**config.mk**
```make
export PLATFORM = sky130hd
export DESIGN_NAME = fixed_block_free_list_allocator
export DESIGN_NICKNAME = d
export VERILOG_FILES = /design/src/rtl/fbfl_pkg.sv /design/src/rtl/fixed_block_free_list_allocator.sv /design/src/rtl/fbfl_ram.sv
export SDC_FILE = /design/constraint.sdc
export NUM_CORES = 2
export LEC_CHECK = 0
export BUFFER_PORTS_ARGS = -buffer_cell sky130_fd_sc_hd__buf_2
export CAP_MARGIN = 20
export CELL_PAD_IN_SITES_DETAIL_PLACEMENT = 1
export CELL_PAD_IN_SITES_GLOBAL_PLACEMENT = 2
export CORE_UTILIZATION = 54
export DETAILED_ROUTE_END_ITERATION = 12
export GPL_TIMING_DRIVEN = 0
export PLACE_DENSITY = 0.85
export SLEW_MARGIN = 15
export SYNTH_ARGS = -nofsm -noshare
export SYNTH_HDL_FRONTEND = slang
export SYNTH_SLANG_ARGS = --single-unit
```
**constraint.sdc**
```tcl
create_clock -name clk_i -period 38.9 [get_ports clk_i]
set_input_delay 0 -clock clk_i [delete_from_list [all_inputs] [get_ports clk_i]]
set_output_delay 0 -clock clk_i [all_outputs]
set_load 0.005 [all_outputs]
```
**src/rtl/fbfl_pkg.sv**
```systemverilog
package fbfl_pkg;

  localparam int unsigned Nodes   = 256;
  localparam int unsigned NodeW   = 8;
  localparam int unsigned LinkW   = NodeW + 1;
  localparam int unsigned RegionW = 16;
  localparam int unsigned ObjW    = 13;
  localparam int unsigned AlignW  = 4;
  localparam int unsigned AccW    = RegionW + 1;

  localparam logic [ObjW-1:0]   ObjMax   = ObjW'(4096);
  localparam logic [AlignW-1:0] AlignMax = AlignW'(12);
  localparam logic [NodeW-1:0]  LastNode = NodeW'(Nodes - 1);

  typedef enum logic [1:0] {
    OP_ALLOC = 2'd0,
    OP_FREE  = 2'd1,
    OP_INIT  = 2'd2
  } op_e;

  typedef enum logic [1:0] {
    STAT_OK        = 2'd0,
    STAT_TOO_LARGE = 2'd1,
    STAT_NO_MEM    = 2'd2
  } status_e;

  typedef enum logic [1:0] {
    CFG_REGION = 2'd0,
    CFG_OBJECT = 2'd1,
    CFG_ALIGN  = 2'd2
  } cfg_idx_e;

  typedef enum logic [1:0] {
    S_IDLE,
    S_POP,
    S_INIT
  } state_e;

endpackage

```
**src/rtl/fixed_block_free_list_allocator.sv**
```systemverilog
// Allocate and free register their result as soon as they are accepted; a successful
// allocate first passes through the pop state for the registered link memory read.
// Initialize walks count = min(region/node, 256) nodes, one link write per cycle
// through the single write port of the link memory; the input stalls while not idle.
// Results sit in an output register; the input stalls while a result is held off.
// Reset (rst_ni low, async) empties the list, clears node size, loads default config.
module fixed_block_free_list_allocator import fbfl_pkg::*; (
  input  logic               clk_i,
  input  logic               rst_ni,
  input  logic               cfg_valid_i,
  output logic               cfg_ready_o,
  input  logic [1:0]         cfg_index_i,
  input  logic [RegionW-1:0] cfg_data_i,
  input  logic               in_valid_i,
  output logic               in_stall_o,
  input  logic [1:0]         op_i,
  input  logic [15:0]        request_bytes_i,
  input  logic [NodeW-1:0]   release_index_i,
  output logic               out_valid_o,
  input  logic               out_stall_i,
  output logic [1:0]         status_o,
  output logic [NodeW-1:0]   node_index_o,
  output logic [15:0]        byte_offset_o
);

  state_e state_q, state_d;

  logic [RegionW-1:0] region_q;
  logic [ObjW-1:0]    object_q;
  logic [AlignW-1:0]  align_q;

  logic [NodeW-1:0] top_q, top_d;
  logic             empty_q, empty_d;
  logic [ObjW-1:0]  nb_q, nb_d;
  logic [NodeW-1:0] idx_q, idx_d;
  logic [AccW-1:0]  acc_q, acc_d;

  logic             out_valid_q, out_valid_d;
  logic [1:0]       status_q, status_d;
  logic [NodeW-1:0] node_q, node_d;
  logic [15:0]      offset_q, offset_d;

  logic             mem_we;
  logic [NodeW-1:0] mem_waddr;
  logic [LinkW-1:0] mem_wdata;
  logic [LinkW-1:0] mem_rdata;

  logic              in_xfer;
  logic [ObjW-1:0]   obj_eff;
  logic [AlignW-1:0] align_eff;
  logic [ObjW:0]     align_mask;
  logic [ObjW:0]     round_sum;
  logic [ObjW-1:0]   nb_calc;
  logic              too_large;
  logic [AccW-1:0]   acc_next;
  logic              init_exists;
  logic              init_last;
  logic [NodeW+ObjW-1:0] product;

  assign cfg_ready_o = 1'b1;
  assign in_stall_o  = (state_q != S_IDLE) || (out_valid_q && out_stall_i);
  assign in_xfer     = in_valid_i && !in_stall_o;

  always_comb begin
    if (object_q == '0) begin
      obj_eff = ObjW'(1);
    end else if (object_q > ObjMax) begin
      obj_eff = ObjMax;
    end else begin
      obj_eff = object_q;
    end
  end

  assign align_eff  = (align_q > AlignMax) ? AlignMax : align_q;
  assign align_mask = ((ObjW+1)'(1) << align_eff) - (ObjW+1)'(1);
  assign round_sum  = {1'b0, obj_eff} + align_mask;
  assign nb_calc    = ObjW'(round_sum & ~align_mask);
  assign too_large  = request_bytes_i > {{(16-ObjW){1'b0}}, obj_eff};

  assign acc_next    = acc_q + AccW'(nb_q);
  assign init_exists = acc_q <= {1'b0, region_q};
  assign init_last   = (acc_next > {1'b0, region_q}) || (idx_q == LastNode);
  assign product     = top_q * nb_q;

  always_comb begin
    state_d = state_q;
    case (state_q)
      S_IDLE: begin
        if (in_xfer) begin
          case (op_i)
            OP_ALLOC: begin
              if (!too_large && !empty_q) begin
                state_d = S_POP;
              end
            end
            OP_INIT: state_d = S_INIT;
            default: state_d = S_IDLE;
          endcase
        end
      end
      S_POP: state_d = S_IDLE;
      S_INIT: begin
        if (!init_exists || init_last) begin
          state_d = S_IDLE;
        end
      end
      default: state_d = S_IDLE;
    endcase
  end

  always_comb begin
    top_d       = top_q;
    empty_d     = empty_q;
    nb_d        = nb_q;
    idx_d       = idx_q;
    acc_d       = acc_q;
    out_valid_d = out_valid_q && out_stall_i;
    status_d    = status_q;
    node_d      = node_q;
    offset_d    = offset_q;
    mem_we      = 1'b0;
    mem_waddr   = release_index_i;
    mem_wdata   = {empty_q, top_q};
    case (state_q)
      S_IDLE: begin
        if (in_xfer) begin
          status_d = STAT_OK;
          node_d   = '0;
          offset_d = '0;
          case (op_i)
            OP_ALLOC: begin
              if (too_large) begin
                out_valid_d = 1'b1;
                status_d    = STAT_TOO_LARGE;
              end else if (empty_q) begin
                out_valid_d = 1'b1;
                status_d    = STAT_NO_MEM;
              end
            end
            OP_FREE: begin
              out_valid_d = 1'b1;
              mem_we      = 1'b1;
              top_d       = release_index_i;
              empty_d     = 1'b0;
            end
            OP_INIT: begin
              out_valid_d = 1'b1;
              nb_d        = nb_calc;
              top_d       = '0;
              empty_d     = 1'b1;
              idx_d       = '0;
              acc_d       = AccW'(nb_calc);
            end
            default: out_valid_d = 1'b1;
          endcase
        end
      end
      S_POP: begin
        out_valid_d = 1'b1;
        status_d    = STAT_OK;
        node_d      = top_q;
        offset_d    = product[15:0];
        if (mem_rdata[LinkW-1]) begin
          empty_d = 1'b1;
        end else begin
          top_d = mem_rdata[NodeW-1:0];
        end
      end
      S_INIT: begin
        if (init_exists) begin
          mem_we    = 1'b1;
          mem_waddr = idx_q;
          mem_wdata = {init_last, idx_q + NodeW'(1)};
          empty_d   = 1'b0;
          idx_d     = idx_q + NodeW'(1);
          acc_d     = acc_next;
        end
      end
      default: ;
    endcase
  end

  fbfl_ram #(
    .Width (LinkW),
    .Depth (Nodes)
  ) u_link_ram (
    .clk_i   (clk_i),
    .we_i    (mem_we),
    .waddr_i (mem_waddr),
    .wdata_i (mem_wdata),
    .raddr_i (top_q),
    .rdata_o (mem_rdata)
  );

  always_ff @(posedge clk_i or negedge rst_ni) begin
    if (!rst_ni) begin
      region_q <= RegionW'(4096);
      object_q <= ObjW'(16);
      align_q  <= AlignW'(3);
    end else if (cfg_valid_i && cfg_ready_o) begin
      case (cfg_index_i)
        CFG_REGION: region_q <= cfg_data_i;
        CFG_OBJECT: object_q <= cfg_data_i[ObjW-1:0];
        CFG_ALIGN:  align_q  <= cfg_data_i[AlignW-1:0];
        default: ;
      endcase
    end
  end

  always_ff @(posedge clk_i or negedge rst_ni) begin
    if (!rst_ni) begin
      state_q     <= S_IDLE;
      top_q       <= '0;
      empty_q     <= 1'b1;
      nb_q        <= '0;
      out_valid_q <= 1'b0;
    end else begin
      state_q     <= state_d;
      top_q       <= top_d;
      empty_q     <= empty_d;
      nb_q        <= nb_d;
      out_valid_q <= out_valid_d;
    end
  end

  always_ff @(posedge clk_i) begin
    idx_q    <= idx_d;
    acc_q    <= acc_d;
    status_q <= status_d;
    node_q   <= node_d;
    offset_q <= offset_d;
  end

  assign out_valid_o   = out_valid_q;
  assign status_o      = status_q;
  assign node_index_o  = node_q;
  assign byte_offset_o = offset_q;

  a_pop_slot_free: assert property (@(posedge clk_i) disable iff (!rst_ni)
    state_q == S_POP |-> !out_valid_q)
    else $error("result slot occupied during pop");

  a_alloc_to_pop: assert property (@(posedge clk_i) disable iff (!rst_ni)
    in_xfer && op_i == OP_ALLOC && !too_large && !empty_q |=> state_q == S_POP)
    else $error("successful allocate did not enter pop");

  a_init_advance: assert property (@(posedge clk_i) disable iff (!rst_ni)
    state_q == S_INIT && init_exists && !init_last
      |=> state_q == S_INIT && idx_q == $past(idx_q) + NodeW'(1))
    else $error("initialize walk did not advance");

  a_pop_has_node: assert property (@(posedge clk_i) disable iff (!rst_ni)
    state_q == S_POP |-> !empty_q)
    else $error("pop from empty list");

endmodule

```
**src/rtl/fbfl_ram.sv**
```systemverilog
module fbfl_ram #(
  parameter int unsigned Width = 8,
  parameter int unsigned Depth = 256
) (
  input  logic                     clk_i,
  input  logic                     we_i,
  input  logic [$clog2(Depth)-1:0] waddr_i,
  input  logic [Width-1:0]         wdata_i,
  input  logic [$clog2(Depth)-1:0] raddr_i,
  output logic [Width-1:0]         rdata_o
);

  logic [Width-1:0] mem_q [Depth];
  logic [Width-1:0] rdata_q;

  always_ff @(posedge clk_i) begin
    if (we_i) begin
      mem_q[waddr_i] <= wdata_i;
    end
    rdata_q <= mem_q[raddr_i];
  end

  assign rdata_o = rdata_q;

endmodule
```
==> flow_summary_export.csv <==
group,metric,value,unit
sta,worst_pin_slew,1.37,ns
die,die_h,434,µm
power,swShare,36.4,%
logic_synthesis,synth_nets,5237,
clock_tree,cts_tree,"built",
logic_synthesis,synth_cell_types,77,
layout,layout_commonest_cell,"edfxtp_1",
detailed_routing,wl_per_cell,38.1,µm
layout,layout_common_cells,"edfxtp_1 (2355), mux4_2 (555), nor3_2 (259)",
worst_setup_path,cp.required,39.50,ns
clock_tree,htree_num_levels,4,
logic_synthesis,ys_seq_elements,2422,
logic_synthesis,synth_edf_count,2355,
power,power_frac_seq,35.7,%
power,power,9.53,mW
logic_synthesis,ys_seq_area_share,71.9,%
detailed_routing,dr.pass1.iters,6,
die,io_pins,78,
die,fp.dieW,434,µm
placement,port_buffers,74,
logic_synthesis,synth_cells,5028,
logic_synthesis,ys_warn_count,0,
clock_tree,numClockSinks,2422,
sta,rsz0062_at_grt,"false",
power,comb_power_share,39.9,%
sta,fin_setup_tns,0,ns
clock_tree,cts_resized,0,
layout,post-route-util,63.3,%
clock_tree,cts_made_buffers,233,
sta,layout_setup_ws,31.13,ns
die,die-area,0.188,mm²
placement,place_hpwl,217,mm
detailed_routing,vias_per_cell,6.76,
logic_synthesis,async_flop_share,2.39,%
power,p_int,6.06,mW
die,row_count,158,
detailed_routing,drc,0,
power,power_density,81.3,mW/mm²
grt,grt.overflow.total,0,
sta,fmax,129,MHz
worst_setup_path,end_kind,"flip-flop",
power,clkPwrFrac,24.4,%
grt,grt.total_usage,34.0,%
placement,place_inst,7809,
grt,grt_pass1_vias,57700,
power,switching_power,3.47,mW
sta,hold_viol_final,0,
layout,fillerInstances,15300,
sta,setup_viol,0,
power,leakage,38.8,nW
worst_setup_path,start_kind,"flip-flop",
die,core-area,0.185,mm²
placement,place_congestion,0.991,
detailed_routing,postRouteAntennaNets,0,
clock_tree,path_clk_slew,0.07,ns
layout,finalNonFillerCells,8333,
clock_tree,cts_setup_buffers,0,
clock_tree,cts_max_path_buffers,3,
worst_setup_path,cp_max_fo,10,
detailed_routing,vias,56400,
die,initial_core_util,54.3,%
sta,slew_headroom,5.94,%
sta,clock-skew-final,0.0817,ns
grt,antenna_found_initial,7,
placement,dpl_worst_slack,31.01,ns
logic_synthesis,netlist_area,0.101,mm²
grt,grt_pass1_wl,441,mm
detailed_routing,drt_iter0_markers,7781,
logic_synthesis,synthFlopType,"edfxtp_1",
run_status,outcome,"complete, no violations",
clock_tree,clock_latency,0.92,ns
layout,layout-drive-gt1-share,29.9,%
sta,period_share,20.0,%
grt,grt_max_degree,129,
sta,slew_viol_final,0,
worst_setup_path,critPathKind,"flip-flop to flip-flop",
layout,final_net_count,5856,
clock_tree,hold_buffers,76,
flow_run,cap_violations,0,
clock_tree,cts_root_buf,"clkbuf_16",
logic_synthesis,synth_area_per_cell,20.0,µm²
layout,area_growth,16.5,%
power,peakVddDrop,0.0749,mV
min_path,hold_path_class,"input pin to flip-flop",
sta,fin_crit,7.77,ns
detailed_routing,wl,317,mm
worst_setup_path,crit_arrival,8.37,ns
-- worst max-delay path, cell delays in order (launching register included) --
cell and delay (ns):
dfrtp_1 0.33, buf_2 0.45, buf_4 0.39, buf_4 0.36, buf_2 0.52, clkbuf_1 0.81
clkbuf_1 0.52, nand2_1 0.16, fa_1 0.56, fa_1 0.55, inv_1 0.05, fa_1 0.47
inv_1 0.05, fa_1 0.48, inv_1 0.04, ha_1 0.22, a2111oi_0 0.66, nor3_1 0.23
o31ai_1 0.34, xnor2_1 0.16, nor2_1 0.05
-- area by class of cell --
type | instances | area (µm²) | area share [%]
Clock inverter | 161 | 1780 | 1.52
Buffer | 297 | 1890 | 1.62
Multi-Input combinational cell | 2195 | 27400 | 23.4
Inverter | 114 | 428 | 0.365
Sequential cell | 2422 | 72400 | 61.7
Antenna cell | 7 | 17.5 | 0.0149
Timing Repair Buffer | 384 | 4200 | 3.59
Clock buffer | 273 | 6000 | 5.12
Tap cell | 2480 | 3100 | 2.65
-- synth_stat cells, types with 10 or more instances --
| library cell | number | area (µm²) |
|---|---|---|
| buf_2 | 115 | 576 |
| buf_8 | 13 | 195 |
| o31ai_1 | 10 | 75.1 |
| nor3_1 | 306 | 1530 |
| nand3_1 | 26 | 130 |
| o21ai_0 | 61 | 305 |
| nor2_1 | 97 | 364 |
| inv_1 | 114 | 428 |
| mux4_1 | 93 | 2440 |
| clkbuf_1 | 76 | 285 |
| o211ai_1 | 10 | 75.1 |
| and2_1 | 66 | 413 |
| mux4_2 | 555 | 12500 |
| fa_1 | 60 | 1200 |
| a21oi_1 | 47 | 235 |
| buf_1 | 22 | 82.6 |
| buf_4 | 22 | 165 |
| mux2_2 | 29 | 327 |
| nor2b_1 | 25 | 156 |
| dfrtp_1 | 53 | 1330 |
| ha_1 | 100 | 1250 |
| nand2_1 | 242 | 908 |
| o22ai_1 | 15 | 93.8 |
| mux2i_1 | 190 | 1900 |
| xnor2_1 | 27 | 236 |
| nand2b_1 | 20 | 125 |
| a21o_1 | 12 | 90.1 |
| edfxtp_1 | 2355 | 70700 |
| xor2_1 | 20 | 175 |
| nand4_1 | 25 | 156 |
| buf_6 | 44 | 495 |
| a22oi_1 | 36 | 270 |
| nor4_1 | 11 | 68.8 |
-- flip-flops by register name (all words and copies together) (netlist names), 4 cells and up --
register,flops
acc_q,17
align_q,4
object_q,13
node_index_o,8
idx_q,8
top_q,8
region_q,16
u_link_ram.mem_q,2304
nb_q,13
byte_offset_o,16
u_link_ram.rdata_o,9
-- metal layers --
metal  routed length [µm]  global-route usage, %
met5                   20                      0
met4                16900                   15.5
met3                35700                   9.25
met2               149000                   53.6
met1               115000                   44.4
-- logic make-up (layout without fill, tap and decap cells) --
| logic type | Yosys count | count (layout) | share of synthesized area (%) |
|---|---|---|---|
| DFF | 2422 | 2422 | 71.9 |
| and+or+nand+nor | 864 | 864 | 4.17 |
| other | 1 | 8 | 0.00373 |
| buffers and inverters | 411 | 1229 | 2.30 |
| xor gates and xnor gates | 47 | 47 | 0.409 |
| adders and majority gates | 160 | 160 | 2.44 |
| muxes | 869 | 869 | 17.1 |
| AOI/OAI and AO/OA | 254 | 254 | 1.67 |
-- final timing paths --
check / from / end / slack [ns] / cells after the start
min: request_bytes_i[7] / state_q[0]$_DFFE_PN0P_ / 0.15 / 6
min reg2reg: object_q[0]$_DFFE_PN0P_ / object_q[0]$_DFFE_PN0P_ / 0.55 / 1
min in group asynchronous: rst_ni / region_q[4]$_DFFE_PN0P_ / 0.35 / 4
max: top_q[2]$_DFFE_PN0P_ / byte_offset_o[14]$_SDFFCE_PN0P_ / 31.13 / 20
max in group asynchronous: rst_ni / align_q[0]$_DFFE_PN1P_ / 37.89 / 5
max reg2reg: top_q[2]$_DFFE_PN0P_ / byte_offset_o[14]$_SDFFCE_PN0P_ / 31.13 / 20
-- power by group through the flow --
stage / registers, mW / logic (mW) / clock network (mW)
2_1_floorplan: 3.75 / 2.07 / 0
5_1_grt: 3.41 / 3.94 / 2.41
3_5_place_dp: 3.46 / 3.68 / 0
4_1_cts: 3.40 / 3.73 / 2.33
6_report: 3.40 / 3.80 / 2.33
3_3_place_gp: 4.10 / 3.26 / 0
-- per-stage QoR --
| stage | hold slack (ns) | cell area (µm²) |
|---|---|---|
| finish | 0.146 | 117000 |
| global route | 0.132 | 117000 |
| CTS | 0.0170 | 117000 |
| detailed placement | -0.0853 | 109000 |
| global placement | 0.212 | 104000 |
| floorplan | -0.296 | 101000 |
No activity file was read; power rests on OpenSTA's default activity.
